<file path="src/sv/scea_pkg.sv">
// ----------------------------------------------------------------------------
// scea_pkg
// Shared types and constants for the stick command encoder with arming.
// ----------------------------------------------------------------------------
package scea_pkg;

  localparam int IN_DATA_W  = 88;
  localparam int OUT_DATA_W = 48;
  localparam int CFG_IDX_W  = 3;
  localparam int CFG_DATA_W = 16;

  localparam logic [CFG_IDX_W-1:0] REG_THR_CENTER   = 3'd0;
  localparam logic [CFG_IDX_W-1:0] REG_YAW_CENTER   = 3'd1;
  localparam logic [CFG_IDX_W-1:0] REG_PITCH_CENTER = 3'd2;
  localparam logic [CFG_IDX_W-1:0] REG_ROLL_CENTER  = 3'd3;
  localparam logic [CFG_IDX_W-1:0] REG_GESTURE_THR  = 3'd4;
  localparam logic [CFG_IDX_W-1:0] REG_CAL_HOLD     = 3'd5;

  localparam logic [11:0] CENTER_RST  = 12'd2048;
  localparam logic [11:0] GESTURE_RST = 12'd900;
  localparam logic [15:0] CAL_HOLD_RST = 16'd3000;

  localparam logic signed [12:0] AX_DEADBAND = 13'sd40;
  localparam logic signed [12:0] AX_CLAMP    = 13'sd1800;
  localparam logic signed [12:0] THR_LOW_CUT = 13'sd120;

  localparam logic [31:0] LOCKOUT_MS = 32'd250;
  localparam logic [31:0] GRACE_MS   = 32'd300;
  localparam logic [31:0] SEND_MS    = 32'd20;

  // floor(x / 18) = (x * RECIP_18) >> RECIP_SHIFT for x below 2^18 / 8
  localparam logic [14:0] RECIP_18    = 15'd14564;
  localparam int          RECIP_SHIFT = 18;

  typedef struct packed {
    logic [11:0] thr_center;
    logic [11:0] yaw_center;
    logic [11:0] pitch_center;
    logic [11:0] roll_center;
    logic [11:0] gesture_thr;
    logic [15:0] cal_hold_ms;
  } cfg_t;

  typedef struct packed {
    logic [5:0]  pad;
    logic [11:0] roll_raw;
    logic [11:0] pitch_raw;
    logic [11:0] yaw_raw;
    logic [11:0] throttle_raw;
    logic        right_switch;
    logic        left_switch;
    logic [31:0] time_ms;
  } in_item_t;

  typedef struct packed {
    logic [4:0]        pad;
    logic              send_packet;
    logic signed [9:0] roll_cmd;
    logic signed [9:0] pitch_cmd;
    logic signed [9:0] yaw_cmd;
    logic [9:0]        throttle_cmd;
    logic              cal_level;
    logic              armed_flag;
  } out_item_t;

  typedef struct packed {
    logic armed;
    logic cal;
    logic thr_zero;
    logic send;
  } ctl_t;

endpackage

</file>
<file path="src/sv/scea_cfg_regs.sv">
// ----------------------------------------------------------------------------
// scea_cfg_regs
// Configuration register file: stick centers, gesture threshold, hold time.
// ----------------------------------------------------------------------------
module scea_cfg_regs (
  input  logic                              clk,
  input  logic                              rst_n,
  input  logic                              cfg_valid,
  output logic                              cfg_ready,
  input  logic [scea_pkg::CFG_IDX_W-1:0]    cfg_index,
  input  logic [scea_pkg::CFG_DATA_W-1:0]   cfg_data,
  output scea_pkg::cfg_t                    cfg
);
  import scea_pkg::*;

  cfg_t cfg_r;
  cfg_t cfg_nxt;

  assign cfg_ready = 1'b1;
  assign cfg       = cfg_r;

  always_comb begin
    cfg_nxt = cfg_r;
    if (cfg_valid) begin
      unique case (cfg_index)
        REG_THR_CENTER:   cfg_nxt.thr_center   = cfg_data[11:0];
        REG_YAW_CENTER:   cfg_nxt.yaw_center   = cfg_data[11:0];
        REG_PITCH_CENTER: cfg_nxt.pitch_center = cfg_data[11:0];
        REG_ROLL_CENTER:  cfg_nxt.roll_center  = cfg_data[11:0];
        REG_GESTURE_THR:  cfg_nxt.gesture_thr  = cfg_data[11:0];
        REG_CAL_HOLD:     cfg_nxt.cal_hold_ms  = cfg_data[15:0];
        default:          cfg_nxt = cfg_r;
      endcase
    end
  end

  always_ff @(posedge clk) begin
    if (!rst_n) begin
      cfg_r.thr_center   <= CENTER_RST;
      cfg_r.yaw_center   <= CENTER_RST;
      cfg_r.pitch_center <= CENTER_RST;
      cfg_r.roll_center  <= CENTER_RST;
      cfg_r.gesture_thr  <= GESTURE_RST;
      cfg_r.cal_hold_ms  <= CAL_HOLD_RST;
    end else begin
      cfg_r <= cfg_nxt;
    end
  end

endmodule

</file>
<file path="src/sv/scea_stick_map.sv">
// ----------------------------------------------------------------------------
// scea_stick_map
// Maps raw stick readings to throttle and signed axis commands.
// ----------------------------------------------------------------------------
module scea_stick_map (
  input  logic              [11:0] throttle_raw,
  input  logic              [11:0] yaw_raw,
  input  logic              [11:0] pitch_raw,
  input  logic              [11:0] roll_raw,
  input  scea_pkg::cfg_t           cfg,
  output logic              [9:0]  throttle_cmd,
  output logic signed       [9:0]  yaw_cmd,
  output logic signed       [9:0]  pitch_cmd,
  output logic signed       [9:0]  roll_cmd
);
  import scea_pkg::*;

  // x * 5 / 18 is done by the caller as x5 / 18
  function automatic logic [9:0] div18(input logic [14:0] x);
    logic [29:0] p;
    p = 30'(x) * 30'(RECIP_18);
    return p[RECIP_SHIFT+9:RECIP_SHIFT];
  endfunction

  function automatic logic signed [9:0] map_axis(input logic [11:0] raw,
                                                 input logic [11:0] ctr,
                                                 input logic        inv);
    logic signed [12:0] v;
    logic [10:0]        mag;
    logic [13:0]        x;
    logic [9:0]         q;
    logic               neg;
    v   = $signed({1'b0, raw}) - $signed({1'b0, ctr});
    neg = v[12] ^ inv;
    if (v > -AX_DEADBAND && v < AX_DEADBAND) begin
      mag = 11'd0;
    end else if (v > AX_CLAMP || v < -AX_CLAMP) begin
      mag = 11'(AX_CLAMP);
    end else if (v[12]) begin
      mag = 11'(-v);
    end else begin
      mag = 11'(v);
    end
    x = {1'b0, mag, 2'b00} + {3'b000, mag};
    q = div18({1'b0, x});
    return neg ? -$signed(q) : $signed(q);
  endfunction

  logic signed [12:0] thr_v;
  logic signed [12:0] thr_vc;
  logic [11:0]        thr_u;
  logic [14:0]        thr_x;

  always_comb begin
    thr_v = $signed({1'b0, throttle_raw}) - $signed({1'b0, cfg.thr_center});
    if (thr_v > AX_CLAMP) begin
      thr_vc = AX_CLAMP;
    end else if (thr_v < -AX_CLAMP) begin
      thr_vc = -AX_CLAMP;
    end else begin
      thr_vc = thr_v;
    end
    thr_u = 12'(thr_vc + AX_CLAMP);
    thr_x = {1'b0, thr_u, 2'b00} + {3'b000, thr_u};
    if (thr_v < -THR_LOW_CUT) begin
      throttle_cmd = 10'd0;
    end else begin
      throttle_cmd = div18(thr_x);
    end
  end

  assign yaw_cmd   = map_axis(yaw_raw, cfg.yaw_center, 1'b0);
  assign pitch_cmd = map_axis(pitch_raw, cfg.pitch_center, 1'b1);
  assign roll_cmd  = map_axis(roll_raw, cfg.roll_center, 1'b0);

endmodule

</file>
<file path="src/sv/scea_arm_ctrl.sv">
// ----------------------------------------------------------------------------
// scea_arm_ctrl
// Arming toggle with lockout, grace window, calibration hold and send timer.
// ----------------------------------------------------------------------------
module scea_arm_ctrl (
  input  logic                  clk,
  input  logic                  rst_n,
  input  logic                  fire,
  input  logic           [31:0] time_ms,
  input  logic                  left_switch,
  input  logic                  right_switch,
  input  logic           [11:0] throttle_raw,
  input  logic           [11:0] yaw_raw,
  input  logic           [11:0] pitch_raw,
  input  logic           [11:0] roll_raw,
  input  scea_pkg::cfg_t        cfg,
  output scea_pkg::ctl_t        ctl
);
  import scea_pkg::*;

  logic        armed_r, armed_nxt;
  logic        prev_l_r;
  logic        prev_r_r;
  logic [31:0] last_tog_r, last_tog_nxt;
  logic [31:0] grace_end_r, grace_end_nxt;
  logic [31:0] hold_start_r, hold_start_nxt;
  logic        cal_fired_r, cal_fired_nxt;
  logic [31:0] last_send_r, last_send_nxt;

  logic              press;
  logic              toggle;
  logic              gesture;
  logic signed [13:0] th_s;
  logic              send;

  always_comb begin
    press  = (prev_l_r & ~left_switch) | (prev_r_r & ~right_switch);
    toggle = press && ((time_ms - last_tog_r) > LOCKOUT_MS);

    armed_nxt     = armed_r ^ toggle;
    last_tog_nxt  = toggle ? time_ms : last_tog_r;
    grace_end_nxt = grace_end_r;
    if (toggle) begin
      grace_end_nxt = armed_nxt ? (time_ms + GRACE_MS) : 32'd0;
    end

    th_s    = $signed({2'b00, cfg.gesture_thr});
    gesture = !armed_nxt &&
              ($signed({2'b00, throttle_raw}) < $signed({2'b00, cfg.thr_center}) - th_s) &&
              ($signed({2'b00, yaw_raw}) > $signed({2'b00, cfg.yaw_center}) + th_s) &&
              ($signed({2'b00, pitch_raw}) < $signed({2'b00, cfg.pitch_center}) - th_s) &&
              ($signed({2'b00, roll_raw}) < $signed({2'b00, cfg.roll_center}) - th_s);

    if (gesture) begin
      hold_start_nxt = (hold_start_r == 32'd0) ? time_ms : hold_start_r;
      cal_fired_nxt  = ((hold_start_r == 32'd0) ? 1'b0 : cal_fired_r) |
                       ((time_ms - hold_start_nxt) >= {16'd0, cfg.cal_hold_ms});
    end else begin
      hold_start_nxt = 32'd0;
      cal_fired_nxt  = 1'b0;
    end

    send          = (time_ms - last_send_r) >= SEND_MS;
    last_send_nxt = send ? time_ms : last_send_r;

    ctl.armed    = armed_nxt;
    ctl.cal      = cal_fired_nxt;
    ctl.thr_zero = !armed_nxt || (grace_end_nxt != 32'd0 && time_ms < grace_end_nxt);
    ctl.send     = send;
  end

  always_ff @(posedge clk) begin
    if (!rst_n) begin
      armed_r      <= 1'b0;
      prev_l_r     <= 1'b1;
      prev_r_r     <= 1'b1;
      last_tog_r   <= 32'd0;
      grace_end_r  <= 32'd0;
      hold_start_r <= 32'd0;
      cal_fired_r  <= 1'b0;
      last_send_r  <= 32'd0;
    end else if (fire) begin
      armed_r      <= armed_nxt;
      prev_l_r     <= left_switch;
      prev_r_r     <= right_switch;
      last_tog_r   <= last_tog_nxt;
      grace_end_r  <= grace_end_nxt;
      hold_start_r <= hold_start_nxt;
      cal_fired_r  <= cal_fired_nxt;
      last_send_r  <= last_send_nxt;
    end
  end

  a_cal_only_disarmed: assert property (@(posedge clk) disable iff (!rst_n)
    cal_fired_r |-> !armed_r)
    else $error("calibration flag set while armed");

  a_grace_only_armed: assert property (@(posedge clk) disable iff (!rst_n)
    (grace_end_r != 32'd0) |-> armed_r)
    else $error("grace window open while disarmed");

  a_idle_holds_state: assert property (@(posedge clk) disable iff (!rst_n)
    !fire |=> $stable(armed_r) && $stable(last_send_r))
    else $error("state changed without an item");

endmodule

</file>
<file path="src/sv/stick_command_encoder_with_arming_unit.sv">
// ----------------------------------------------------------------------------
// stick_command_encoder_with_arming_unit
// Top level: sample register, stick mapping, arming control, result register.
// ----------------------------------------------------------------------------
// One result word per sample word, one sample per clock cycle sustained while
// out_tready keeps up. A sample is captured in an input register, mapped and
// combined with the arming state in a single pass (one reciprocal multiply per
// axis divides by 18), and the result moves into an output register once the
// output is free. While a result waits for out_tready, the input side keeps
// accepting only as long as the input register is free.
module stick_command_encoder_with_arming_unit (
  input  logic                               clk,
  input  logic                               rst_n,
  // time_ms[31:0], left_switch[32], right_switch[33], throttle_raw[45:34],
  // yaw_raw[57:46], pitch_raw[69:58], roll_raw[81:70], zero pad
  input  logic [scea_pkg::IN_DATA_W-1:0]     in_tdata,
  input  logic                               in_tvalid,
  output logic                               in_tready,
  // armed_flag[0], cal_level[1], throttle_cmd[11:2], yaw_cmd[21:12],
  // pitch_cmd[31:22], roll_cmd[41:32], send_packet[42], zero pad
  output logic [scea_pkg::OUT_DATA_W-1:0]    out_tdata,
  output logic                               out_tvalid,
  input  logic                               out_tready,
  input  logic                               cfg_valid,
  output logic                               cfg_ready,
  input  logic [scea_pkg::CFG_IDX_W-1:0]     cfg_index,
  input  logic [scea_pkg::CFG_DATA_W-1:0]    cfg_data
);
  import scea_pkg::*;

  in_item_t  in_r;
  logic      in_vld_r;
  out_item_t out_r, out_nxt;
  logic      out_vld_r;
  logic      fire;
  cfg_t      cfg;
  ctl_t      ctl;
  logic [9:0]        thr_map;
  logic signed [9:0] yaw_map, pitch_map, roll_map;

  assign fire      = in_vld_r & (~out_vld_r | out_tready);
  assign in_tready = ~in_vld_r | fire;

  scea_cfg_regs u_cfg (
    .clk       (clk),
    .rst_n     (rst_n),
    .cfg_valid (cfg_valid),
    .cfg_ready (cfg_ready),
    .cfg_index (cfg_index),
    .cfg_data  (cfg_data),
    .cfg       (cfg)
  );

  scea_stick_map u_map (
    .throttle_raw (in_r.throttle_raw),
    .yaw_raw      (in_r.yaw_raw),
    .pitch_raw    (in_r.pitch_raw),
    .roll_raw     (in_r.roll_raw),
    .cfg          (cfg),
    .throttle_cmd (thr_map),
    .yaw_cmd      (yaw_map),
    .pitch_cmd    (pitch_map),
    .roll_cmd     (roll_map)
  );

  scea_arm_ctrl u_arm (
    .clk          (clk),
    .rst_n        (rst_n),
    .fire         (fire),
    .time_ms      (in_r.time_ms),
    .left_switch  (in_r.left_switch),
    .right_switch (in_r.right_switch),
    .throttle_raw (in_r.throttle_raw),
    .yaw_raw      (in_r.yaw_raw),
    .pitch_raw    (in_r.pitch_raw),
    .roll_raw     (in_r.roll_raw),
    .cfg          (cfg),
    .ctl          (ctl)
  );

  always_comb begin
    out_nxt              = '0;
    out_nxt.armed_flag   = ctl.armed;
    out_nxt.cal_level    = ctl.cal;
    out_nxt.throttle_cmd = ctl.thr_zero ? 10'd0 : thr_map;
    out_nxt.yaw_cmd      = yaw_map;
    out_nxt.pitch_cmd    = pitch_map;
    out_nxt.roll_cmd     = roll_map;
    out_nxt.send_packet  = ctl.send;
  end

  always_ff @(posedge clk) begin
    if (in_tvalid && in_tready) begin
      in_r <= in_item_t'(in_tdata);
    end
    if (fire) begin
      out_r <= out_nxt;
    end
  end

  always_ff @(posedge clk) begin
    if (!rst_n) begin
      in_vld_r  <= 1'b0;
      out_vld_r <= 1'b0;
    end else begin
      if (in_tvalid && in_tready) begin
        in_vld_r <= 1'b1;
      end else if (fire) begin
        in_vld_r <= 1'b0;
      end
      if (fire) begin
        out_vld_r <= 1'b1;
      end else if (out_tready) begin
        out_vld_r <= 1'b0;
      end
    end
  end

  assign out_tdata  = out_r;
  assign out_tvalid = out_vld_r;

  a_thr_needs_armed: assert property (@(posedge clk) disable iff (!rst_n)
    (out_vld_r && out_r.throttle_cmd != 10'd0) |-> out_r.armed_flag)
    else $error("throttle nonzero while disarmed");

  a_cal_needs_disarmed: assert property (@(posedge clk) disable iff (!rst_n)
    (out_vld_r && out_r.cal_level) |-> !out_r.armed_flag)
    else $error("calibrate raised while armed");

  a_cmd_range: assert property (@(posedge clk) disable iff (!rst_n)
    out_vld_r |-> (out_r.throttle_cmd <= 10'd1000 &&
                   out_r.yaw_cmd <= 10'sd500 && out_r.yaw_cmd >= -10'sd500 &&
                   out_r.roll_cmd <= 10'sd500 && out_r.roll_cmd >= -10'sd500))
    else $error("command out of range");

  a_result_held: assert property (@(posedge clk) disable iff (!rst_n)
    (out_vld_r && !out_tready) |=> (out_vld_r && $stable(out_r)))
    else $error("pending result word lost");

endmodule
</file>
<file path="config.mk">
export PLATFORM = sky130hd
export DESIGN_NAME = stick_command_encoder_with_arming_unit
export DESIGN_NICKNAME = d
export VERILOG_FILES = /design/src/sv/scea_pkg.sv /design/src/sv/scea_cfg_regs.sv /design/src/sv/scea_stick_map.sv /design/src/sv/scea_arm_ctrl.sv /design/src/sv/stick_command_encoder_with_arming_unit.sv
export SDC_FILE = /design/constraint.sdc
export NUM_CORES = 2
export LEC_CHECK = 0
export ABC_AREA = 1
export BUFFER_PORTS_ARGS = -buffer_cell sky130_fd_sc_hd__buf_4
export CAP_MARGIN = 20
export CORE_MARGIN = 2
export CORE_UTILIZATION = 25
export CTS_BUF_LIST = sky130_fd_sc_hd__clkbuf_4 sky130_fd_sc_hd__clkbuf_8 sky130_fd_sc_hd__clkbuf_16
export DETAILED_ROUTE_END_ITERATION = 10
export GPL_ROUTABILITY_DRIVEN = 0
export PLACE_DENSITY = 0.48
export REMOVE_ABC_BUFFERS = 1
export SYNTH_ARGS = -nofsm -noshare
export SYNTH_HDL_FRONTEND = slang
export SYNTH_HIERARCHICAL = 1
export SYNTH_SLANG_ARGS = --single-unit
</file>
<file path="constraint.sdc">
create_clock -name clk -period 10.1 [get_ports clk]
set_input_delay 1.01 -clock clk [delete_from_list [all_inputs] [get_ports clk]]
set_output_delay 1.01 -clock clk [all_outputs]
set_load 0.02 [all_outputs]
</file>
# Yosys cells after proc, flatten, opt, wreduce, memory -nomap -nowiden
# Index checks and enable logic that the tools add are counted.
# totals
ff_bits	335
elab_cells	150
# classes
bitwise_logic	12
n_reduce_logical	29
multipliers	4
n_addsub	23
n_mux	24
order_cmp	23
n_eq_ne	5
# op_table
cell	count
32-bit two-way mux	4
11-bit two-way mux	9
32-bit subtractor	3
12-bit by 12-bit subtractor with 13-bit output	7
14-bit by 12-bit multiplier with 26-bit output (second input constant)	3
13-bit by 12-bit > comparator with 1-bit output (second input constant)	4
13-bit by 12-bit < comparator with 1-bit output (second input constant)	4
13-bit by 11-bit adder with 14-bit output	3
13-bit by 14-bit < comparator with 1-bit output	3
13-bit by 7-bit > comparator with 1-bit output (second input constant)	3
13-bit by 7-bit < comparator with 1-bit output (second input constant)	3
11-bit negator	3
32-bit by 9-bit adder with 32-bit output (second input constant)	1
32-bit by 16-bit greater-or-equal comparator with 1-bit output	1
32-bit by 5-bit greater-or-equal comparator with 1-bit output (second input constant)	1
32-bit by 8-bit > comparator with 1-bit output (second input constant)	1
32-bit zero test	1
32-bit < comparator	1
32-bit nonzero test	1
10-bit two-way mux	3
10-bit negator	3
15-bit by 12-bit multiplier with 26-bit output (second input constant)	1
12-bit two-way mux	2
2-bit AND reduction	8
19 further kinds	47

# Logic depth before layout (Yosys ltp)
# logic_depth
word_depth	11
mapped_depth	63
depth_no_buf	62

# Modules after synthesis
# The synthesis kept the hierarchy.
# by_module_without_submodules
mod	instances	seq_area_each_um2	cells_each	area_per_inst_um2
scea_stick_map	1	0.0	2823	18451.4
scea_arm_ctrl	1	2642.5	2887	17321.6
stick_command_encoder_with_arming_unit	1	3793.6	165	3970.1
scea_cfg_regs	1	1521.5	435	3066.7

# Worst setup path after synthesis
# OpenSTA, ideal clock, no wires.
# synth_timing
path_kind	reg2reg
startpoint	register in_r[34] (netlist bit)
endpoint	register out_r, in the netlist out_tdata[9], data pin
stages_incl_launch_ff	52
n_path_buf	0
setup_slack_ns	1.845
required_ns	9.843
arrival_ns	7.998
cell_sequence	edfxtp_1 > inv_1 > ha_1 > inv_1 > fa_1 > nand3_1 > nand3_1 > nand2_1 > nand2_1 > nand3_1 > nand2_1 > a21o_1 > a21oi_1 > inv_2 > nand2_2 > nand2_1 > inv_1 > nand2_1 > [... 16 more ...] > fa_1 > ha_1 > fa_1 > fa_1 > fa_1 > ha_1 > nand2_1 > nor2_1 > inv_1 > nor3_1 > nand2_1 > o211a_1 > nor2_1 > nor3_1 > a21oi_1 > nor2_1 > inv_1 > nor2_1
# synth_between
elab_chain_cells	7
# synth_lines
element	line_no	text
from (decl)	stick_command_encoder_with_arming_unit.sv:31	in_item_t in_r;
from (signal assigned)	stick_command_encoder_with_arming_unit.sv:94	in_r <= in_item_t'(in_tdata);
12-bit by 12-bit subtractor with 13-bit output (*)	scea_stick_map.sv:55	thr_v = $signed({1'b0, throttle_raw}) - $signed({1'b0, cfg.thr_center});
13-bit by 12-bit < comparator with 1-bit output	scea_stick_map.sv:58	end else if (thr_v < -AX_CLAMP) begin
12-bit two-way mux	scea_stick_map.sv:58	
12-bit two-way mux	scea_stick_map.sv:56	if (thr_v > AX_CLAMP) begin
12-bit adder	scea_stick_map.sv:63	thr_u = 12'(thr_vc + AX_CLAMP);
14-bit by 12-bit adder with 15-bit output	scea_stick_map.sv:64	thr_x = {1'b0, thr_u, 2'b00} + {3'b000, thr_u};
15-bit by 12-bit multiplier with 26-bit output	scea_stick_map.sv:21	p = 30'(x) * 30'(RECIP_18);
to (signal assigned)	stick_command_encoder_with_arming_unit.sv:97	out_r <= out_nxt;
to (decl)	stick_command_encoder_with_arming_unit.sv:33	out_item_t out_r, out_nxt;
# Every way passes the cells marked *; elsewhere a longest branch is shown, timed or not.
# A chain may end at the register's enable or synchronous reset.

# Worst setup path in the final report
# Ends and elaborated chain as after synthesis.

==> flow_metrics.py <==
metrics = {
    "clock_tree": {
        "cts_num_sinks": 335,
        "clkTransAtPathRegs_ns": 0.06,
        "root_buffer": "clkbuf_16",
        "cts.path.max_buffers": 3,
        "ctsHoldBuffers": 0,
        "cts_tree": "yes",
        "cts_htree_levels": 2,
        "cts_made_buffers": 46,
        "clock_latency_ns": 0.64,
    },
    "synth": {
        "synthesis.instances": 6310,
        "synth_cell_types": 67,
        "synth_edf_count": 125,
        "seq_area_frac_synth": 0.186,
        "ys_ff_latch": 335,
        "syn_area_per_cell_um2": 6.78,
        "synth_area_mm2": 0.0428,
        "ys_async_sr_fraction": 0,
        "yosys.area.top_type_share": 0.184,
        "synth_area_leaders": "ha_1, nand2_1, inv_1, dfxtp_1, edfxtp_1",
        "synth_top_flop_cell": "dfxtp_1",
        "yosysTopAreaCell": "ha_1",
        "yosys_warnings": 6,
    },
    "timing": {
        "drv_slew": 0,
        "slew_headroom": 0.316,
        "max_freq_ghz": 0.108,
        "hold_viol_final": 0,
        "fin_crit_sh": 0.916,
        "setup_viol": 0,
        "worstMarginPinSlew_ns": 1.02,
        "final.min_clock_period_ns": 9.25,
        "skew_ns": 0.0311,
        "fin_hold_ws_ns": 0.466,
    },
    "placement": {
        "post-dp-hpwl_um": 105000,
        "place_area_mm2": 0.0463,
        "port-buffer-count": 150,
    },
    "critical_path": {
        "crit_path_top_delay_cell": "fa_1",
        "critical-path-max-stage-delay_ns": 0.55,
        "worstPathArrival_ns": 9.62,
        "reg2reg_from": "in_r[34]",
        "reg2reg_to": "out_tdata[9]",
        "reg2regPathDepth": 53,
        "crit_path_end": "out_tdata[9]",
        "cp_num_cells": 53,
        "critPathBufInv": 9,
        "cp-start-kind": "flip-flop",
        "worstSetupStartpoint": "in_r[34]",
        "critPathCaptureType": "flip-flop",
        "r2r_slack_ns": 0.85,
        "crit_fanout": 10,
        "critPathKind": "flip-flop to flip-flop",
        "cp_top_family": "adder cells",
        "worstPathRequired_ns": 10.46,
    },
    "min_path": {
        "min_path_type": "flip-flop to flip-flop",
        "worstHoldStart": "u_arm/grace_end_r[20]",
    },
    "global_route": {
        "grt_usage": 0.145,
        "grt_pass1_vias": 38300,
        "grt_start_max_net_pins": 142,
        "grt-ovfl-total": 0,
        "grt_pass1_wl_um": 205000,
        "antenna_found_initial": 3,
    },
    "route": {
        "wl_per_cell_um": 14.7,
        "vias": 39300,
        "avgViaCountPerCell": 4.53,
        "drc": 0,
        "first_pass_iters": 7,
        "routed.top_layer": "met4",
        "wl_met2_um": 60000,
        "route.layer.met1.wl_um": 60400,
        "wl_met3_um": 4320,
        "drtAntennaViolNets": 0,
        "drt_iter0_markers": 2218,
        "wl_um": 128000,
    },
    "layout": {
        "fillCellCount": 18900,
        "n_antenna_cell": 0,
        "nNetsFinal": 7315,
        "drive_gt1_frac": 0.0647,
        "seq_area_mm2": 0.00796,
        "final_area_mm2": 0.0480,
        "syn2layout_area_growth_pct": 12.1,
        "final_common_cell": "nand2_1",
        "layout_common_cells": "nand2_1, inv_1, ha_1",
        "multiInputGateArea_mm2": 0.0300,
    },
    "flow_run": {
        "maxCapViolations": 0,
    },
    "run_status": {
        "outcome": "complete, no violations",
    },
    "floorplanning": {
        "placementRows": 151,
        "die_y_um": 418,
        "die_x_um": 418,
        "initial_utilization": 0.252,
        "ios": 163,
        "core_mm2": 0.170,
        "die-area_mm2": 0.175,
    },
}
-- registers in the layout (all words and copies together) (netlist names) --
register / cells
u_arm/last_tog_r: 32
u_arm/hold_start_r: 32
u_arm/grace_end_r: 32
u_arm/last_send_r: 32
u_arm/prev_r_r: 1
out_tdata: 43
in_r: 82
out_tvalid: 1
u_arm/prev_l_r: 1
u_arm/armed_r: 1
u_arm/cal_fired_r: 1
in_vld_r: 1
u_cfg/cfg: 76
-- per-layer routing --
layer	vias up	global-route usage
li1	20500	-
met1	18000	0.192
met2	642	0.253
met3	118	0.0139
met4	0	0.0337
met5	-	0
-- area by class of cell --
class,instances,share of cell area
clock inverters,25,0.00438
inverters,1153,0.0904
multi-input cells,4716,0.626
flip-flops and latches,335,0.166
well taps,2218,0.0578
clock buffers,61,0.0285
repair buffers,171,0.0274
-- how the worst min path moves through the flow --
stage | endpoint | slack, ns | cells after the start
floorplan | u_cfg/cfg[11] | 0.43 | 2
global placement | u_cfg/cfg[11] | 0.45 | 2
detailed placement | u_cfg/cfg[7] | 0.45 | 2
CTS | u_arm/grace_end_r[19] | 0.46 | 2
global route | u_arm/grace_end_r[30] | 0.48 | 2
finish | u_arm/grace_end_r[20] | 0.47 | 2
-- synth_stat cells (5+ instances only) --
cell type / number
a21boi_0: 6
o21ai_0: 180
or2_2: 12
o211ai_1: 12
o21ai_1: 7
nand2_1: 1508
buf_4: 20
nor2_4: 7
nand2_2: 42
dfxtp_1: 210
inv_1: 1131
inv_2: 19
nor4_1: 35
buf_1: 12
a21o_1: 36
nor2_2: 21
a221oi_1: 9
o31ai_1: 10
xnor2_1: 72
nand2_4: 8
nor2_1: 619
nand3_2: 5
o21bai_1: 21
a211oi_1: 15
edfxtp_1: 125
nand3b_1: 33
a21oi_2: 14
a31oi_1: 14
o2111ai_1: 5
o21a_1: 16
clkbuf_1: 48
fa_1: 150
and2_1: 10
nand4_1: 104
xor2_1: 153
nor3_1: 76
a21oi_1: 490
buf_6: 7
buf_2: 23
nand3_1: 350
ha_1: 630
-- tightest hold or removal path, cell delays in order (launching register included) --
cell and delay [ns]:
dfxtp_1 0.30, nand2_1 0.06, a21oi_1 0.06
-- timing repair --
action	4_1_cts	5_1_grt
setup endpoints to repair	0	4
buffers inserted	0	2
resized for setup	0	6
-- cell families after synthesis --
kind of cell,Yosys count,synth area share
flip-flops,335,0.186
XOR/XNOR,235,0.0509
AO/OA/AOI/OAI,854,0.112
buffers and inverters,1263,0.115
other,2,0.000175
AND/OR/NAND/NOR,2841,0.283
adder cells (fa/ha/maj),780,0.254
-- stage by stage --
stage	cells	setup slack (ns)	setup TNS, ns	utilization
floorplan	6204	-3.98	-219.17	-
global placement	8589	0.852	0	0.273
detailed placement	8589	0.781	0	0.273
CTS	8675	0.772	0	0.282
global route	8679	-0.0234	-0.0234	0.283
finish	8679	0.846	0	0.283
Power is not shown: default switching activity piles up to over one toggle a cycle in this logic, so the estimate is an artifact.
